File: config.mk
export PLATFORM = sky130hd
export DESIGN_NAME = hmsn_back_flat
export DESIGN_NICKNAME = d
export VERILOG_FILES = /design/src/sv/hmsn_pkg.sv /design/src/sv/hmsn_if.sv /design/src/sv/hmsn_back.sv /design/src/flat_wrapper.sv
export SDC_FILE = /design/constraint.sdc
export NUM_CORES = 2
export LEC_CHECK = 0
export ABC_AREA = 1
export BUFFER_PORTS_ARGS = -buffer_cell sky130_fd_sc_hd__buf_2
export CAP_MARGIN = 10
export CORE_ASPECT_RATIO = 1.5
export CORE_UTILIZATION = 40
export CTS_BUF_LIST = sky130_fd_sc_hd__clkbuf_16
export DETAILED_ROUTE_END_ITERATION = 10
export GPL_TIMING_DRIVEN = 0
export HOLD_SLACK_MARGIN = 0.02
export PLACE_DENSITY = 0.66
export SETUP_SLACK_MARGIN = 0.15
export SYNTH_ARGS = -nofsm -noshare
export SYNTH_HDL_FRONTEND = slang
export SYNTH_SLANG_ARGS = --single-unit
File: constraint.sdc
create_clock -name clk -period 12.6 [get_ports clk]
set_clock_uncertainty 0.2 [all_clocks]
set_input_delay 1.89 -clock clk [delete_from_list [all_inputs] [get_ports clk]]
set_output_delay 1.89 -clock clk [all_outputs]
set_load 0.1 [all_outputs]
File: src/sv/hmsn_pkg.sv
`timescale 1ns / 1ps

package hmsn_pkg;

  localparam int MAX_WIDTH   = 1024;
  localparam int MAX_HEIGHT  = 4096;
  localparam int SAMPLE_BITS = 16;

  localparam int COL_W = $clog2(MAX_WIDTH);
  localparam int ROW_W = $clog2(MAX_HEIGHT);

  localparam int MW_W       = 11;
  localparam int MH_W       = 13;
  localparam int STR_W      = 16;
  localparam int CFG_IDX_W  = 2;
  localparam int CFG_DATA_W = 16;

  localparam logic [CFG_IDX_W-1:0] REG_MAP_WIDTH   = 2'd0;
  localparam logic [CFG_IDX_W-1:0] REG_MAP_HEIGHT  = 2'd1;
  localparam logic [CFG_IDX_W-1:0] REG_INV_STRETCH = 2'd2;

  localparam logic [MW_W-1:0]  MAP_WIDTH_RST   = 11'd256;
  localparam logic [MH_W-1:0]  MAP_HEIGHT_RST  = 13'd256;
  localparam logic [STR_W-1:0] INV_STRETCH_RST = 16'd2048;

  localparam logic MODE_SAMPLE = 1'b0;
  localparam logic MODE_FLUSH  = 1'b1;

  localparam int NUM_ROWS    = 3;
  localparam int QUEUE_DEPTH = 4;
  localparam int QPTR_W      = $clog2(QUEUE_DEPTH);
  localparam int QCNT_W      = $clog2(QUEUE_DEPTH + 1);

  // 255 squared, the scale of the byte compare.
  localparam logic [15:0] BYTE_SCALE = 16'd65025;
  localparam logic [7:0]  BYTE_MID   = 8'd127;

  typedef logic [1:0] row_id_t;

  localparam row_id_t ROW_ID_0 = 2'd0;
  localparam row_id_t ROW_ID_1 = 2'd1;
  localparam row_id_t ROW_ID_2 = 2'd2;

  typedef struct packed {
    logic [COL_W-1:0] col_l;
    logic [COL_W-1:0] col_c;
    logic [COL_W-1:0] col_r;
    logic             has_above;
    logic             has_below;
    logic             last;
    logic             done;
    row_id_t          id_a;
    row_id_t          id_c;
    row_id_t          id_i;
  } job_t;

  typedef struct packed {
    logic                   en;
    row_id_t                id;
    logic [COL_W-1:0]       addr;
    logic [SAMPLE_BITS-1:0] data;
  } row_wr_t;

  typedef logic [NUM_ROWS-1:0][SAMPLE_BITS-1:0] row_data_t;

  function automatic logic [SAMPLE_BITS-1:0] pick_row(row_id_t id, row_data_t d);
    logic [SAMPLE_BITS-1:0] v;
    unique case (id)
      ROW_ID_0: v = d[0];
      ROW_ID_1: v = d[1];
      default:  v = d[2];
    endcase
    return v;
  endfunction

endpackage

File: src/sv/hmsn_if.sv


interface hmsn_out_if;
  logic       valid;
  logic       ready;
  logic [7:0] red_nx;
  logic [7:0] green_nz;
  logic [7:0] blue_ny;
  logic       last_of_run;
  logic       frame_done;

  modport source (output valid, output red_nx, output green_nz, output blue_ny,
                  output last_of_run, output frame_done, input ready);
  modport sink (input valid, input red_nx, input green_nz, input blue_ny,
                input last_of_run, input frame_done, output ready);
endinterface

File: src/sv/hmsn_back.sv
`timescale 1ns / 1ps

module hmsn_back (
  input  logic                         clk,
  input  logic                         rst_n,
  input  logic                         q_nonempty,
  input  hmsn_pkg::job_t               q_head,
  output logic                         pop,
  output logic                         busy,
  input  logic [hmsn_pkg::STR_W-1:0]   inv_stretch,
  output logic [hmsn_pkg::COL_W-1:0]   rd_addr,
  input  hmsn_pkg::row_data_t          rd_data,
  hmsn_out_if.source                   out_ch
);

  localparam logic [3:0] S_IDLE = 4'd0;
  localparam logic [3:0] S_RA   = 4'd1;
  localparam logic [3:0] S_RB   = 4'd2;
  localparam logic [3:0] S_RC   = 4'd3;
  localparam logic [3:0] S_RD   = 4'd4;
  localparam logic [3:0] S_SUM  = 4'd5;
  localparam logic [3:0] S_SQX  = 4'd6;
  localparam logic [3:0] S_SQZ  = 4'd7;
  localparam logic [3:0] S_SQS  = 4'd8;
  localparam logic [3:0] S_PA0  = 4'd9;
  localparam logic [3:0] S_PA1  = 4'd10;
  localparam logic [3:0] S_TT   = 4'd11;
  localparam logic [3:0] S_M0   = 4'd12;
  localparam logic [3:0] S_M1   = 4'd13;
  localparam logic [3:0] S_CMP  = 4'd14;
  localparam logic [3:0] S_OUT  = 4'd15;

  localparam logic [1:0] COMP_X = 2'd0;
  localparam logic [1:0] COMP_Z = 2'd1;
  localparam logic [1:0] COMP_S = 2'd2;

  logic [3:0]                       state_r;
  hmsn_pkg::job_t                   job_r;
  logic [hmsn_pkg::SAMPLE_BITS-1:0] ta_r [3];
  logic [hmsn_pkg::SAMPLE_BITS-1:0] tc_r [3];
  logic [hmsn_pkg::SAMPLE_BITS-1:0] tb_r [3];
  logic signed [18:0]               x_r, z_r;
  logic [35:0]                      x2_r, z2_r, s2_r;
  logic [37:0]                      q_r;
  logic [33:0]                      alo_r;
  logic [53:0]                      a_r;
  logic [15:0]                      tt_r;
  logic [34:0]                      plo_r, phi_r;
  logic [1:0]                       comp_r;
  logic [2:0]                       bit_r;
  logic [7:0]                       byte_r, bx_r, bz_r, bs_r;
  logic                             out_valid_r;
  logic [7:0]                       red_r, green_r, blue_r;
  logic                             last_r, done_r;

  logic [hmsn_pkg::SAMPLE_BITS-1:0] d_a, d_c, d_b;
  logic [hmsn_pkg::SAMPLE_BITS-1:0] al, ac, ar, bl, bc, br, cc;
  logic signed [18:0]               x_nxt, z_nxt;
  logic [18:0]                      neg_x, neg_z;
  logic [17:0]                      mag_x, mag_z;
  logic [17:0]                      mul_a;
  logic [18:0]                      mul_b;
  logic [36:0]                      prod;
  logic [35:0]                      v2;
  logic                             neg_v;
  logic [7:0]                       cand;
  logic [8:0]                       two_c, t_abs;
  logic                             tpos, ok;
  logic [53:0]                      p_full;
  logic [37:0]                      q_sum;
  logic                             out_free;

  function automatic logic [17:0] sum3(logic [hmsn_pkg::SAMPLE_BITS-1:0] l,
                                       logic [hmsn_pkg::SAMPLE_BITS-1:0] c,
                                       logic [hmsn_pkg::SAMPLE_BITS-1:0] r);
    return 18'(l) + (18'(c) << 1) + 18'(r);
  endfunction

  assign d_a = hmsn_pkg::pick_row(job_r.id_a, rd_data);
  assign d_c = hmsn_pkg::pick_row(job_r.id_c, rd_data);
  assign d_b = hmsn_pkg::pick_row(job_r.id_i, rd_data);

  // Missing rows take the centre sample for all three taps.
  assign cc = tc_r[1];
  assign al = job_r.has_above ? ta_r[0] : cc;
  assign ac = job_r.has_above ? ta_r[1] : cc;
  assign ar = job_r.has_above ? ta_r[2] : cc;
  assign bl = job_r.has_below ? tb_r[0] : cc;
  assign bc = job_r.has_below ? tb_r[1] : cc;
  assign br = job_r.has_below ? tb_r[2] : cc;

  assign x_nxt = $signed({1'b0, sum3(bl, bc, br)}) - $signed({1'b0, sum3(al, ac, ar)});
  assign z_nxt = $signed({1'b0, sum3(ar, tc_r[2], br)}) -
                 $signed({1'b0, sum3(al, tc_r[0], bl)});

  assign neg_x = -x_r;
  assign neg_z = -z_r;
  assign mag_x = x_r[18] ? neg_x[17:0] : x_r[17:0];
  assign mag_z = z_r[18] ? neg_z[17:0] : z_r[17:0];

  always_comb begin
    case (comp_r)
      COMP_X:  begin v2 = x2_r; neg_v = x_r[18]; end
      COMP_Z:  begin v2 = z2_r; neg_v = z_r[18]; end
      default: begin v2 = s2_r; neg_v = 1'b0;    end
    endcase
  end

  // Candidate byte b tests (2b - 255) * L <= 255 * v by squares.
  assign cand  = byte_r | (8'd1 << bit_r);
  assign two_c = {cand, 1'b0};
  assign tpos  = cand[7];
  assign t_abs = tpos ? two_c - 9'd255 : 9'd255 - two_c;
  assign p_full = {phi_r, 19'b0} + 54'(plo_r);

  always_comb begin
    if (!tpos && !neg_v) begin
      ok = 1'b1;
    end else if (tpos && neg_v) begin
      ok = 1'b0;
    end else if (tpos) begin
      ok = p_full <= a_r;
    end else begin
      ok = a_r <= p_full;
    end
  end

  always_comb begin
    mul_a = mag_x;
    mul_b = {1'b0, mag_x};
    case (state_r)
      S_SQZ: begin mul_a = mag_z; mul_b = {1'b0, mag_z}; end
      S_SQS: begin mul_a = 18'(inv_stretch); mul_b = 19'(inv_stretch); end
      S_PA0: begin mul_a = 18'(hmsn_pkg::BYTE_SCALE); mul_b = {1'b0, v2[17:0]}; end
      S_PA1: begin mul_a = 18'(hmsn_pkg::BYTE_SCALE); mul_b = {1'b0, v2[35:18]}; end
      S_TT:  begin mul_a = 18'(t_abs); mul_b = 19'(t_abs); end
      S_M0:  begin mul_a = 18'(tt_r); mul_b = q_r[18:0]; end
      S_M1:  begin mul_a = 18'(tt_r); mul_b = q_r[37:19]; end
      default: ;
    endcase
  end

  assign prod  = mul_a * mul_b;
  assign q_sum = q_r + 38'(prod[31:0]);

  always_comb begin
    unique case (state_r)
      S_RA:    rd_addr = job_r.col_l;
      S_RC:    rd_addr = job_r.col_r;
      default: rd_addr = job_r.col_c;
    endcase
  end

  assign out_free = !out_valid_r || out_ch.ready;
  assign pop      = state_r == S_IDLE && q_nonempty;
  assign busy     = state_r != S_IDLE;

  always_ff @(posedge clk) begin
    if (!rst_n) begin
      state_r <= S_IDLE;
    end else begin
      unique case (state_r)
        S_IDLE:  if (q_nonempty) begin state_r <= S_RA; end
        S_RA:    state_r <= S_RB;
        S_RB:    state_r <= S_RC;
        S_RC:    state_r <= S_RD;
        S_RD:    state_r <= S_SUM;
        S_SUM:   state_r <= S_SQX;
        S_SQX:   state_r <= S_SQZ;
        S_SQZ:   state_r <= S_SQS;
        S_SQS:   state_r <= (q_sum == '0) ? S_OUT : S_PA0;
        S_PA0:   state_r <= S_PA1;
        S_PA1:   state_r <= S_TT;
        S_TT:    state_r <= S_M0;
        S_M0:    state_r <= S_M1;
        S_M1:    state_r <= S_CMP;
        S_CMP: begin
          if (bit_r != '0) begin
            state_r <= S_TT;
          end else if (comp_r == COMP_S) begin
            state_r <= S_OUT;
          end else begin
            state_r <= S_PA0;
          end
        end
        S_OUT:   if (out_free) begin state_r <= S_IDLE; end
        default: state_r <= S_IDLE;
      endcase
    end
  end

  always_ff @(posedge clk) begin
    case (state_r)
      S_IDLE: job_r <= q_head;
      S_RB: begin ta_r[0] <= d_a; tc_r[0] <= d_c; tb_r[0] <= d_b; end
      S_RC: begin ta_r[1] <= d_a; tc_r[1] <= d_c; tb_r[1] <= d_b; end
      S_RD: begin ta_r[2] <= d_a; tc_r[2] <= d_c; tb_r[2] <= d_b; end
      S_SUM: begin
        x_r <= x_nxt;
        z_r <= z_nxt;
      end
      S_SQX: begin
        x2_r <= prod[35:0];
        q_r  <= 38'(prod[35:0]);
      end
      S_SQZ: begin
        z2_r <= prod[35:0];
        q_r  <= q_r + 38'(prod[35:0]);
      end
      S_SQS: begin
        s2_r   <= 36'(prod[31:0]);
        q_r    <= q_sum;
        comp_r <= COMP_X;
        bx_r   <= hmsn_pkg::BYTE_MID;
        bz_r   <= hmsn_pkg::BYTE_MID;
        bs_r   <= hmsn_pkg::BYTE_MID;
      end
      S_PA0: alo_r <= prod[33:0];
      S_PA1: begin
        a_r    <= 54'({prod[33:0], 18'b0}) + 54'(alo_r);
        bit_r  <= 3'd7;
        byte_r <= '0;
      end
      S_TT: tt_r  <= prod[15:0];
      S_M0: plo_r <= prod[34:0];
      S_M1: phi_r <= prod[34:0];
      S_CMP: begin
        if (ok) begin
          byte_r <= cand;
        end
        if (bit_r != '0) begin
          bit_r <= bit_r - 1'b1;
        end else begin
          case (comp_r)
            COMP_X:  bx_r <= ok ? cand : byte_r;
            COMP_Z:  bz_r <= ok ? cand : byte_r;
            default: bs_r <= ok ? cand : byte_r;
          endcase
          comp_r <= comp_r + 1'b1;
        end
      end
      default: ;
    endcase
  end

  always_ff @(posedge clk) begin
    if (!rst_n) begin
      out_valid_r <= 1'b0;
    end else if (state_r == S_OUT && out_free) begin
      out_valid_r <= 1'b1;
    end else if (out_ch.ready) begin
      out_valid_r <= 1'b0;
    end
  end

  always_ff @(posedge clk) begin
    if (state_r == S_OUT && out_free) begin
      red_r   <= bx_r;
      green_r <= bz_r;
      blue_r  <= bs_r;
      last_r  <= job_r.last;
      done_r  <= job_r.done;
    end
  end

  assign out_ch.valid       = out_valid_r;
  assign out_ch.red_nx      = red_r;
  assign out_ch.green_nz    = green_r;
  assign out_ch.blue_ny     = blue_r;
  assign out_ch.last_of_run = last_r;
  assign out_ch.frame_done  = done_r;

endmodule

File: src/flat_wrapper.sv
// flat-port wrapper written by rule: the top's interface ports become plain ports
module hmsn_back_flat 
  (clk, rst_n, q_nonempty, q_head, pop, busy, inv_stretch, rd_addr, rd_data, out_ch_valid, out_ch_red_nx, out_ch_green_nz, out_ch_blue_ny, out_ch_last_of_run, out_ch_frame_done, out_ch_ready);
  hmsn_out_if out_ch_i ();
  input  logic clk;
  input  logic rst_n;
  input  logic q_nonempty;
  input  hmsn_pkg::job_t q_head;
  output logic pop;
  output logic busy;
  input  logic [hmsn_pkg::STR_W-1:0] inv_stretch;
  output logic [hmsn_pkg::COL_W-1:0] rd_addr;
  input  hmsn_pkg::row_data_t rd_data;
  output wire logic [$bits(out_ch_i.valid)-1:0] out_ch_valid;
  output wire logic [$bits(out_ch_i.red_nx)-1:0] out_ch_red_nx;
  output wire logic [$bits(out_ch_i.green_nz)-1:0] out_ch_green_nz;
  output wire logic [$bits(out_ch_i.blue_ny)-1:0] out_ch_blue_ny;
  output wire logic [$bits(out_ch_i.last_of_run)-1:0] out_ch_last_of_run;
  output wire logic [$bits(out_ch_i.frame_done)-1:0] out_ch_frame_done;
  input wire logic [$bits(out_ch_i.ready)-1:0] out_ch_ready;
  assign out_ch_valid = out_ch_i.valid;
  assign out_ch_red_nx = out_ch_i.red_nx;
  assign out_ch_green_nz = out_ch_i.green_nz;
  assign out_ch_blue_ny = out_ch_i.blue_ny;
  assign out_ch_last_of_run = out_ch_i.last_of_run;
  assign out_ch_frame_done = out_ch_i.frame_done;
  assign out_ch_i.ready = out_ch_ready;
  hmsn_back u_core (.clk(clk), .rst_n(rst_n), .q_nonempty(q_nonempty), .q_head(q_head), .pop(pop), .busy(busy), .inv_stretch(inv_stretch), .rd_addr(rd_addr), .rd_data(rd_data), .out_ch(out_ch_i));
endmodule
-- After elaboration in Yosys (flattened, before gate mapping)
Memories as Yosys holds them, arrays and structs flattened.
Cells that the tools add are included.
W data, S select, Z words.
- memories kept: 3
- word-level logic and storage cells: 192
- register bits: 462
- RAM bits: 144
- output and inout bits: 39
- muxes and demuxes: 68
- equal/unequal tests: 27
- bitwise gates (word level): 1
- multipliers: 1
- shift operators: 1
- reduce and logical (&&, ||, !) cells: 35
- $lt $le $gt $ge: 2
- add/sub/neg operators: 20
- memories (memory ; depth ; bits a word ; read ports ; clocked after Yosys merged registers in ; wr ports ; line ; text):
    u_core.ta_r ; 3 ; 16 ; 3 ; 0 ; 1 ; hmsn_back.sv:39 ; logic [hmsn_pkg::SAMPLE_BITS-1:0] ta_r [3];
    u_core.tb_r ; 3 ; 16 ; 3 ; 0 ; 1 ; hmsn_back.sv:41 ; logic [hmsn_pkg::SAMPLE_BITS-1:0] tb_r [3];
    u_core.tc_r ; 3 ; 16 ; 3 ; 0 ; 1 ; hmsn_back.sv:40 ; logic [hmsn_pkg::SAMPLE_BITS-1:0] tc_r [3];
- operators by type and width (operator ; count):
    $mux W16 ; 12
    $pmux W19 S7 ; 1
    $pmux W38 S3 ; 1
    $le A54 B54 Y1 ; 2
    $pmux W16 S2 ; 3
    $reduce_or A16 Y1 ; 6
    $pmux W18 S5 ; 1
    $add A16 B17 Y18 ; 4
    $add A18 B16 Y18 ; 4
    $pmux W36 S2 ; 1
    $pmux W4 S16 ; 1
    $pmux W8 S2 ; 4
    $mux W8 ; 7
    $add A54 B35 Y54 ; 1
    $add A52 B34 Y53 ; 1
    $add A38 B32 Y38 ; 1
    $add A38 B36 Y38 ; 1
    $logic_not A38 Y1 ; 1
    $sub A18 B18 Y19 ; 2
    $mul A18 B19 Y36 ; 1
    $mux W18 ; 2
    $neg A18 Y18 ; 2
    $eq A4 B4 Y1 const B ; 8
    $pmux W10 S2 ; 1
    32 further kinds ; 87

-- Longest topological paths before layout
- depth in word-level cells: 10
- depth in mapped cells: 60

-- Worst setup path before layout
Ideal clock, no wire load.
- path type: flip-flop to flip-flop
- start: register u_core.state_r[1]
- end: register u_core.q_r[35] (data pin)
- path buffers: 1
- slack: 2.823 ns
- period minus slack after synthesis: 9.777 ns
- arrival time: 9.299 ns
- library setup time: 0.278 ns
- stages on the path, launching flop included: 42
- data required time: 12.122 ns
- path through: dfxtp_1 -> inv_1 -> nor2_1 -> inv_2 -> nor2_1 -> clkbuf_1 -> a21oi_1 -> nand4_1 -> nand2_2 -> inv_1 -> nand2_1 -> fa_1 -> fa_1 -> inv_1 -> fa_1 -> fa_1 -> fa_1 -> inv_1 -> [... 6 more ...] -> nand3_2 -> nand2_1 -> inv_1 -> o21bai_1 -> nand2_1 -> ha_1 -> nand2_1 -> nor2_1 -> nand2_1 -> nor2_1 -> nand2_1 -> nand2_1 -> inv_1 -> o21ai_0 -> nand3_1 -> nand2_1 -> xnor2_1 -> o221ai_1
- word-level cells in the longest chain between the ends: 6
- elaborated cells between the ends (all ways): 16
- those cells by class: 2 x add/sub; 1 x mul; 8 x eq/ne; 3 x mux; 2 x reduce/logical
- RTL lines (what ; line ; text):
    start: declaration ; hmsn_back.sv:37 ; logic [3:0] state_r;
    start signal: assignment ; hmsn_back.sv:171 ; S_SQS: state_r <= (q_sum == '0) ? S_OUT : S_PA0;
    $eq A4 B4 Y1 ; hmsn_back.sv:131 ; case (state_r)
    $reduce_or A2 Y1 (no source line) ; -- ;
    $pmux W18 S5 ; hmsn_back.sv:131 ;
    $mul A18 B19 Y36 * ; hmsn_back.sv:143 ; assign prod = mul_a * mul_b;
    named net u_core.prod[28] ; hmsn_back.sv:63 ; logic [36:0] prod;
    $add A38 B32 Y38 / $add A38 B36 Y38 (equally long branches) ; hmsn_back.sv:144, hmsn_back.sv:208 ;
    $pmux W38 S3 * ; hmsn_back.sv:193 ; case (state_r)
    end signal: assignment ; hmsn_back.sv:204 ; q_r <= 38'(prod[35:0]);
    end signal: assignment ; hmsn_back.sv:208 ; q_r <= q_r + 38'(prod[35:0]);
    end signal: assignment ; hmsn_back.sv:212 ; q_r <= q_sum;
    end: declaration ; hmsn_back.sv:44 ; logic [37:0] q_r;
Mark *: on every way through the listed nets, which the timed path passes. The rest lies on a longest branch.
A chain may end at the register's enable or synchronous reset.

-- Worst setup path in the final report
- start: register u_core.state_r[0]
- end: register u_core.state_r[1]
- word-level cells in the longest chain between the ends: 8
- elaborated cells between the ends (all ways): 28
- those cells by class: 1 x add/sub; 1 x mul; 17 x eq/ne; 4 x mux; 5 x reduce/logical
- RTL lines (what ; line ; text):
    $eq A4 B4 Y1 ; hmsn_back.sv:131 ;
    $reduce_or A2 Y1 (no source line) ; -- ;
    $pmux W18 S5 ; hmsn_back.sv:131 ;
    $mul A18 B19 Y36 * ; hmsn_back.sv:143 ;
    named net u_core.prod[31] ; hmsn_back.sv:63 ;
    $add A38 B32 Y38 * ; hmsn_back.sv:144 ; assign q_sum = q_r + 38'(prod[31:0]);
    $logic_not A38 Y1 * ; hmsn_back.sv:171 ;
    $mux W3 * ; hmsn_back.sv:171 ;
    $pmux W4 S16 * ; hmsn_back.sv:162 ; unique case (state_r)
Marks and branches as above.

==> flow_summary_export.csv <==
group,metric,value,unit
worst_setup_path,critPathArrivalTime,12200,ps
die,die_h,415,um
routing,wl_per_cell,21.5,um
grt,antenna_found_initial,8,
clock_tree,path_clk_slew,70,ps
clock_tree,tritoncts,"done",
grt,grtUsageTotal,0.242,
layout,drive_gt1_frac,0.0841,
synth,synth_area_leaders,"edfxtp_1 40%, fa_1 18%, nand2_1 8.0%",
synth,syn_area,45500,um2
timing,finalHoldViolCount,0,
synth,synth_ff_type,"edfxtp_1",
die,row_count,151,
grt,grt.overflow.total,0,
synth,synth_largest_area_cell,"edfxtp_1",
routing,via_count,34569,
layout,fin_nets,5769,
job,max_cap_violations,0,
synth,syn_nets,5538,
worst_setup_path,critPathMaxStageDelay,980,ps
synth,synth.top_cell.area_share,0.396,
synth,async_reset_ff_frac,0,
die,io_pins,147,
clock_tree,clockRootBuffer,"clkbuf_16",
routing,drtAntennaViolNets,0,
place,hpwl,111000,um
worst_setup_path,required,13010,ps
synth,yosysSeqAreaShare,0.399,
worst_setup_path,cp-end-kind,"flip-flop",
layout,final_cell_count_no_fill,6487,
timing,min_period_over_period,0.936,
layout,layout_common_cells,"964 x nand2_1, 864 x inv_1, 600 x edfxtp_1",
min_path,worstHoldPathType,"flip-flop to flip-flop",
worst_setup_path,crit_top_cell,"inv_1",
die,start_util,0.403,
clock_tree,clock_latency,670,ps
clock_tree,clock_path_buffers,3,
layout,mostFrequentLayoutCell,"nand2_1",
routing,wl,140000,um
synth,ys_seq_elements,605,
min_path,hold-path-cell-count,0,
grt,grt_pass1_vias,35561,
timing,setup_tns,0,ps
worst_setup_path,worstSetupPathType,"flip-flop to flip-flop",
timing,slew_violations,0,
die,die_x,277,um
routing,via_per_inst,5.33,
grt,grt_pass1_wl,208000,um
clock_tree,numCtsBuffers,60,
status,outcome,"finished, final reports clean",
place,port-buffer-count,146,
timing,fmax,84.8,MHz
timing,tightest_slew,1260,ps
worst_setup_path,reg2reg_depth,43,
clock_tree,postCtsHoldBufs,0,
timing,post-route-min-period,11790,ps
die,dieArea,115000,um2
synth,synth-edff-count,600,
timing,setup_violations,0,
worst_setup_path,cp_max_fo,44,
worst_setup_path,slowest_stage,"xor2_2",
grt,grt_max_degree,61,
layout,area_delta_synth_final,11.5,%
place,pre_cts_slack,-36.0,ps
clock_tree,cts_num_sinks,605,
worst_setup_path,startpoint_type,"flip-flop",
routing,dr.pass1.iters,5,
synth,syn_area_per_cell,9.57,um2
timing,fin_hold_ws,213,ps
synth,syn_inst,4752,
die,core,113000,um2
place,gp_congestion,0.982,
place,dpl.cell_count,6371,
routing,drt_iter0_drc,2677,
routing,drcViolationCount,0,
timing,postLayoutSetupSlackWorst,809,ps
clock_tree,cts_max_level,2,
timing,rsz0062_at_grt,"no",
synth,ys.warnings.count,0,
timing,relSlewSlack,0.156,
synth,synth.distinct_cells,64,
layer usage:
| metal | track usage | up-vias | part of all wire |
|---|---|---|---|
| li1 | - | 15939 | - |
| met1 | 0.261 | 16739 | 0.35 |
| met2 | 0.436 | 1450 | 0.51 |
| met3 | 0.0332 | 431 | 0.062 |
| met4 | 0.167 | 10 | 0.081 |
| met5 | 0 | - | 0.00051 |
what timing repair did:
| item | CTS | global route |
|---|---|---|
| cloned | 0 | 1 |
| endpoints found under the setup margin | 5 | 8 |
| setup buffers | 0 | 2 |
| pin swaps | 0 | 1 |
| resized for setup | 1 | 5 |
cell type report:
type                    count  area, um2
flip-flops and latches    605      18100
clock inverters            50        594
diodes                      2       5.00
multi-input cells        3168      23700
fillers                 10641      62100
repair buffers            168       1120
inverters                 900       3380
plain buffers              80        378
well taps                1453       1820
clock buffers              61       1530
sequential cells by signal, summed over array words and instances, names as in the netlist, 16 cells and up:
| name | flops |
|---|---|
| u_core.a_r | 53 |
| u_core.alo_r | 34 |
| u_core.job_r | 40 |
| u_core.phi_r | 35 |
| u_core.plo_r | 35 |
| u_core.q_r | 38 |
| u_core.s2_r | 32 |
| u_core.ta_r | 48 |
| u_core.tb_r | 48 |
| u_core.tc_r | 48 |
| u_core.tt_r | 16 |
| u_core.x2_r | 36 |
| u_core.x_r | 19 |
| u_core.z2_r | 36 |
| u_core.z_r | 19 |
Yosys cell counts (5+ instances only):
cell,instances
a211oi_1,9
a21o_1,7
a21oi_1,296
a221oi_1,11
a22oi_1,21
a31oi_1,30
buf_1,8
buf_2,16
buf_4,7
clkbuf_1,47
clkinv_1,5
dfxtp_1,5
edfxtp_1,600
fa_1,400
ha_1,278
inv_1,860
inv_2,34
nand2_1,966
nand2_2,32
nand3_1,142
nand3b_1,12
nand4_1,64
nor2_1,417
nor2_2,7
nor2_4,5
nor3_1,38
nor3_2,9
nor4_1,11
o211ai_1,15
o21a_1,6
o21ai_0,147
o21ai_1,16
o21bai_1,15
o221ai_1,28
xnor2_1,35
xor2_1,102
final timing paths:
check                                  startpoint                 to  slack, ps
worst min register to register   u_core.alo_r[17]     u_core.a_r[17]        210
worst max-delay path            u_core.state_r[0]  u_core.state_r[1]        810
worst min-delay path             u_core.alo_r[17]     u_core.a_r[17]        210
worst max register to register  u_core.state_r[0]  u_core.state_r[1]        810
critical path: cells and delay by family (launching register included):
kind / cells / cell delay (ps)
compound gates: 8 / 1090
buf+inv: 10 / 1580
xor+xnor: 2 / 1220
simple gates: 15 / 2860
fa+ha+maj: 8 / 4140
flops: 1 / 550
metrics by stage:
step	instance area, um2	util
6_report	50700	0.449
4_1_cts	50600	0.449
3_3_place_gp	48000	0.426
3_5_place_dp	48500	0.430
2_1_floorplan	45500	-
5_1_grt	50700	0.449
logic make-up (layout without fill, tap and decap cells):
family	Yosys count	count (layout)	share of synthesized area
AOI/OAI and AO/OA	631	631	0.0802
DFF	605	605	0.399
other	1	3	0.0000825
buffers and inverters	980	1259	0.0823
xor gates and xnor gates	143	143	0.0290
and+or+nand+nor	1714	1715	0.157
adders and majority gates	678	678	0.253
Power is left out: the tool's default activity adds up to more than one toggle a clock period on the data nets, which glitch-free logic cannot reach.
